<file path="src/sv/spi_pkg.sv">
package spi_pkg;

  localparam int CW     = 32;
  localparam int VW     = CW + 1;
  localparam int NW     = 18;
  localparam int TEW    = 16;
  localparam int FRAC   = 16;
  localparam int PVW    = NW + VW;
  localparam int PSW    = NW + CW;
  localparam int SW     = PVW + 2;
  localparam int UW     = SW - 1;
  localparam int RW     = UW + 2;
  localparam int QB     = FRAC + 2;
  localparam int TW     = QB + 1;
  localparam int PW     = VW + TW;
  localparam int SMW    = PW - FRAC + 2;
  localparam int IDXW   = 3;
  localparam int QDEPTH = 4;

  typedef enum logic [IDXW-1:0] {
    REG_NORMAL_X  = 3'd0,
    REG_NORMAL_Y  = 3'd1,
    REG_NORMAL_Z  = 3'd2,
    REG_OFFSET    = 3'd3,
    REG_T_TOL     = 3'd4,
    REG_PAR_TOL   = 3'd5
  } cfg_idx_t;

  typedef struct packed {
    logic signed [NW-1:0] nx;
    logic signed [NW-1:0] ny;
    logic signed [NW-1:0] nz;
    logic signed [CW-1:0] offset;
    logic [TEW-1:0]       teps;
    logic [TEW-1:0]       ptol;
  } cfg_t;

  typedef struct packed {
    logic [2:0][CW-1:0] s;
    logic [2:0][VW-1:0] v;
    logic [UW-1:0]      un;
    logic [UW-1:0]      ud;
    logic               neg;
    logic               skip;
  } work_t;

  typedef struct packed {
    logic push;
    logic pop;
    logic full;
    logic empty;
  } q_stat_t;

endpackage

</file>
<file path="src/sv/spi_fifo.sv">
module spi_fifo #(
  parameter int DEPTH = spi_pkg::QDEPTH
) (
  input  logic           clk,
  input  logic           rst_n,
  input  logic           push,
  input  spi_pkg::work_t din,
  input  logic           pop,
  output spi_pkg::work_t dout,
  output logic           full,
  output logic           empty
);

  localparam int PTRW = $clog2(DEPTH);
  localparam int CNTW = $clog2(DEPTH + 1);

  spi_pkg::work_t mem [DEPTH];
  logic [PTRW-1:0] wr_ptr_r, rd_ptr_r;
  logic [CNTW-1:0] cnt_r;

  assign full  = (cnt_r == CNTW'(DEPTH));
  assign empty = (cnt_r == '0);
  assign dout  = mem[rd_ptr_r];

  always_ff @(posedge clk) begin
    if (push) begin
      mem[wr_ptr_r] <= din;
    end
  end

  always_ff @(posedge clk) begin
    if (!rst_n) begin
      wr_ptr_r <= '0;
      rd_ptr_r <= '0;
      cnt_r    <= '0;
    end else begin
      if (push) begin
        wr_ptr_r <= (wr_ptr_r == PTRW'(DEPTH - 1)) ? '0 : wr_ptr_r + 1'b1;
      end
      if (pop) begin
        rd_ptr_r <= (rd_ptr_r == PTRW'(DEPTH - 1)) ? '0 : rd_ptr_r + 1'b1;
      end
      if (push && !pop) begin
        cnt_r <= cnt_r + 1'b1;
      end else if (pop && !push) begin
        cnt_r <= cnt_r - 1'b1;
      end
    end
  end

endmodule

</file>
<file path="config.mk">
export PLATFORM = sky130hd
export DESIGN_NAME = spi_fifo
export DESIGN_NICKNAME = d
export VERILOG_FILES = /design/src/sv/spi_pkg.sv /design/src/sv/spi_fifo.sv
export SDC_FILE = /design/constraint.sdc
export NUM_CORES = 1
export LEC_CHECK = 0
export ABC_AREA = 1
export BUFFER_PORTS_ARGS = -buffer_cell sky130_fd_sc_hd__buf_2
export CAP_MARGIN = 30
export CORE_MARGIN = 2
export CORE_UTILIZATION = 30
export CTS_BUF_LIST = sky130_fd_sc_hd__clkbuf_2
export CTS_CLUSTER_DIAMETER = 50
export CTS_CLUSTER_SIZE = 12
export DETAILED_ROUTE_END_ITERATION = 8
export MAX_ROUTING_LAYER = met4
export SLEW_MARGIN = 30
export SYNTH_ARGS = -nofsm -noshare
export SYNTH_HDL_FRONTEND = slang
export SYNTH_SLANG_ARGS = --single-unit
</file>
<file path="constraint.sdc">
create_clock -name clk -period 8.6 [get_ports clk]
set_input_delay 0.86 -clock clk [delete_from_list [all_inputs] [get_ports clk]]
set_output_delay 0.86 -clock clk [all_outputs]
set_load 0.005 [all_outputs]
</file>
==> metrics.cfg <==
[status]
outcome = complete, no violations

[critical_path]
r2r_slack_ps = 5960
r2r-start = wr_ptr_r[1]$_SDFFE_PN0P_
worstPathRequired_ps = 7740
critical_path.max_fanout = 84
critical_path.max_stage_delay_ps = 930
worst_ep_arrival_time_ps = 4650
r2r_end = mem[0][174]$_DFFE_PP_
worstSetupPathType = flip-flop to primary output
path_cells = buf_4, buf_4, o21ai_0, o22ai_1, buf_2
critical-path-slowest-cell = sky130_fd_sc_hd__dfxtp_4
timing.critical_path.from_type = flip-flop
worst_path_most_repeated_cell = sky130_fd_sc_hd__buf_4
r2r_cells = 5
critPathCaptureType = primary output

[timing]
final.min_clock_period_ps = 5510
finalMaxSlewViolations = 0
fin_skew_ps = 111
maxSlewHeadroom = 0.238
worst_hold_slack_ps = 476
rsz_0062_raised_after_global_routing = no
final_hold_viol_count = 0
timing.final.crit_share = 0.641
tns_ps = 0
tightest_slew_ps = 1140
final-setup-viol-count = 0
max_freq_mhz = 181

[routing]
final_antenna_net_count = 0
drc = 0
wirelength_um = 115000
vias = 29200
vias_per_cell = 4.71
firstDrtPassIters = 5
post_drt_wl_per_cell_um = 18.5
initialDrtViolationCount = 1890

[grt]
grt_pass1_wl_um = 170000
grt_pass1_vias = 28600
overflow = 0
grt_antenna_before_repair = 26
pin_count_of_the_biggest_net_entering_global_routing = 193
global_route.usage.total = 0.148

[floorplan]
die_area_sq_um = 153000
chipWidth_um = 391
placeableCoreArea_sq_um = 149000
ioPinCount = 608
floorplan.initialDensity = 0.301
rows = 142
floorplan.die.height_um = 391

[yosys]
synth.avg_cell_area_sq_um = 15.1
synth-main-ff-cell = sky130_fd_sc_hd__edfxtp_1
post_synth_inst_count = 2969
cell_area_after_synthesis_sq_um = 45000
synth.top_cell.area_share = 0.804
yosysSeqAreaShare = 0.808
ys_seq_elements = 1213
synthTopCellsByCount = sky130_fd_sc_hd__edfxtp_1, sky130_fd_sc_hd__nor2_1, sky130_fd_sc_hd__o21ai_0, sky130_fd_sc_hd__o22ai_1, sky130_fd_sc_hd__buf_2
number_of_enable_flip_flop_cells_after_synthesis = 1204
synthDominantAreaCellType = sky130_fd_sc_hd__edfxtp_1
mappedNetlistNets = 3281
number_of_distinct_standard_cells_referenced_by_the_synthesized_netlist = 22
yosysWarnings = 0
synthTopCellsByArea = sky130_fd_sc_hd__edfxtp_1, sky130_fd_sc_hd__o21ai_0, sky130_fd_sc_hd__nor2_1, sky130_fd_sc_hd__o22ai_1, sky130_fd_sc_hd__buf_6
yosys.cell_count.top_type = sky130_fd_sc_hd__edfxtp_1
synth-async-reset-ratio = 0

[cts]
clock-sinks = 1213
postCtsSetupBuffers = 0
cts_hold_repair.buffers = 613
cts_repair_resize_count = 0
clock_root_buffer_master = sky130_fd_sc_hd__clkbuf_2
cts-htree-levels = 4
cts_tree = built
worstSkewPairLatency_ps = 1570
clk_transition_reported_paths_ps = 170
number_of_buffers_created_by_cts = 134
ctsLongestPathBuffers = 3

[run]
cap_violations = 0

[min_path]
hold_path_class = input port to flip-flop
worstHoldStart = push
min_path_cells = 5
hold_end = cnt_r[0]$_SDFFE_PN0P_

[placement]
hpwl_um = 61800
port_buffers = 607
place.gp.congestion = 0.757

[pwr]
irDropWorstVdd_mv = 0.129
power.density_nw_per_um2 = 193
power.static_leakage_nw = 19.8

[cells_and_area]
final_net_count = 4463
multiInputGateArea_sq_um = 7380
post_route_cells_drive_above_1_share = 0.198
area_growth_from_synthesis_to_layout_pct = 27.5
fill_cells = 14000
final-seq-area_sq_um = 36300

## where the power goes
part	internal, mW	switching, mW
registers	6.76	0.0647
clock network	0.880	1.94
logic	0.568	0.831
total	8.21	2.83
## through the flow
step	total power [mW]	std cells	setup WS, ps	util	area [sq um]
after global placement	8.11	5343	4640	0.333	49600
after global routing	11.5	6190	2600	0.384	57300
final	11.0	6192	3090	0.384	57300
after CTS	11.2	6157	2630	0.383	57100
after detailed placement	8.12	5343	4630	0.333	49600
after floorplan	7.60	2969	1280	-	45000
## area by class of cell
cell class | instances | area share
Clock buffer | 151 | 0.0132
Sequential cell | 1213 | 0.634
Clock inverter | 50 | 0.0108
Antenna cell | 32 | 0.00140
Tap cell | 1944 | 0.0424
Timing Repair Buffer | 1245 | 0.167
Multi-Input combinational cell | 1541 | 0.129
Inverter | 16 | 0.00199
## cell families (layout without fill, tap and decap cells)
family                     after synthesis  after routing  synth area share
adders and majority gates                7              7           0.00211
DFF                                   1213           1213             0.808
buffers and inverters                  215           1462            0.0277
and+or+nand+nor                        624            624            0.0523
xor gates and xnor gates                 1              1          0.000195
AOI/OAI and AO/OA                      909            909             0.110
other                                    0             32                 0
## flip-flops by register name, summed over array words and instances (netlist names), named ones only
signal	flops
mem	1204
cnt_r	3
rd_ptr_r	2
wr_ptr_r	2
## worst max-delay path: cells and delay by family, from the launching register on
kind	cells	cell delay, ps
buf+inv	3	1480
compound gates	2	530
flops	1	930
## routing by layer
layer | track usage | up-vias | wire (um)
li1 | - | 13700 | -
met1 | 0.187 | 14400 | 48900
met2 | 0.232 | 947 | 54100
met3 | 0.0428 | 159 | 9100
met4 | 0.0421 | 0 | 2450
met5 | - | - | 0
## placed cells by master, fill, tap and decap left out, drive strengths merged
cell         instances
a21oi                3
buf                632
bufinv              12
clkbuf             151
clkinv              21
clkinvlp             7
dfxtp                9
diode               32
dlygate4sd3        613
edfxtp            1204
fa                   1
ha                   6
inv                 26
nand2                8
nand3                1
nand4                1
nor2               610
nor3                 4
o21ai              605
o22ai              301
xor2                 1
## worst max path at each step
| stage | from | endpoint | slack [ps] | depth (start not counted) |
|---|---|---|---|---|
| 6_report | flip-flop | dout[137] | 3090 | 5 |
| 4_1_cts | flip-flop | dout[296] | 2630 | 5 |
| 3_5_place_dp | flip-flop | dout[296] | 4630 | 5 |
| 3_3_place_gp | flip-flop | dout[296] | 4640 | 5 |
| 5_1_grt | flip-flop | dout[296] | 2600 | 5 |
| 2_1_floorplan | push | mem[3][0]$_DFFE_PP_ | 1280 | 2 |
(Power assumes the default switching activity.)
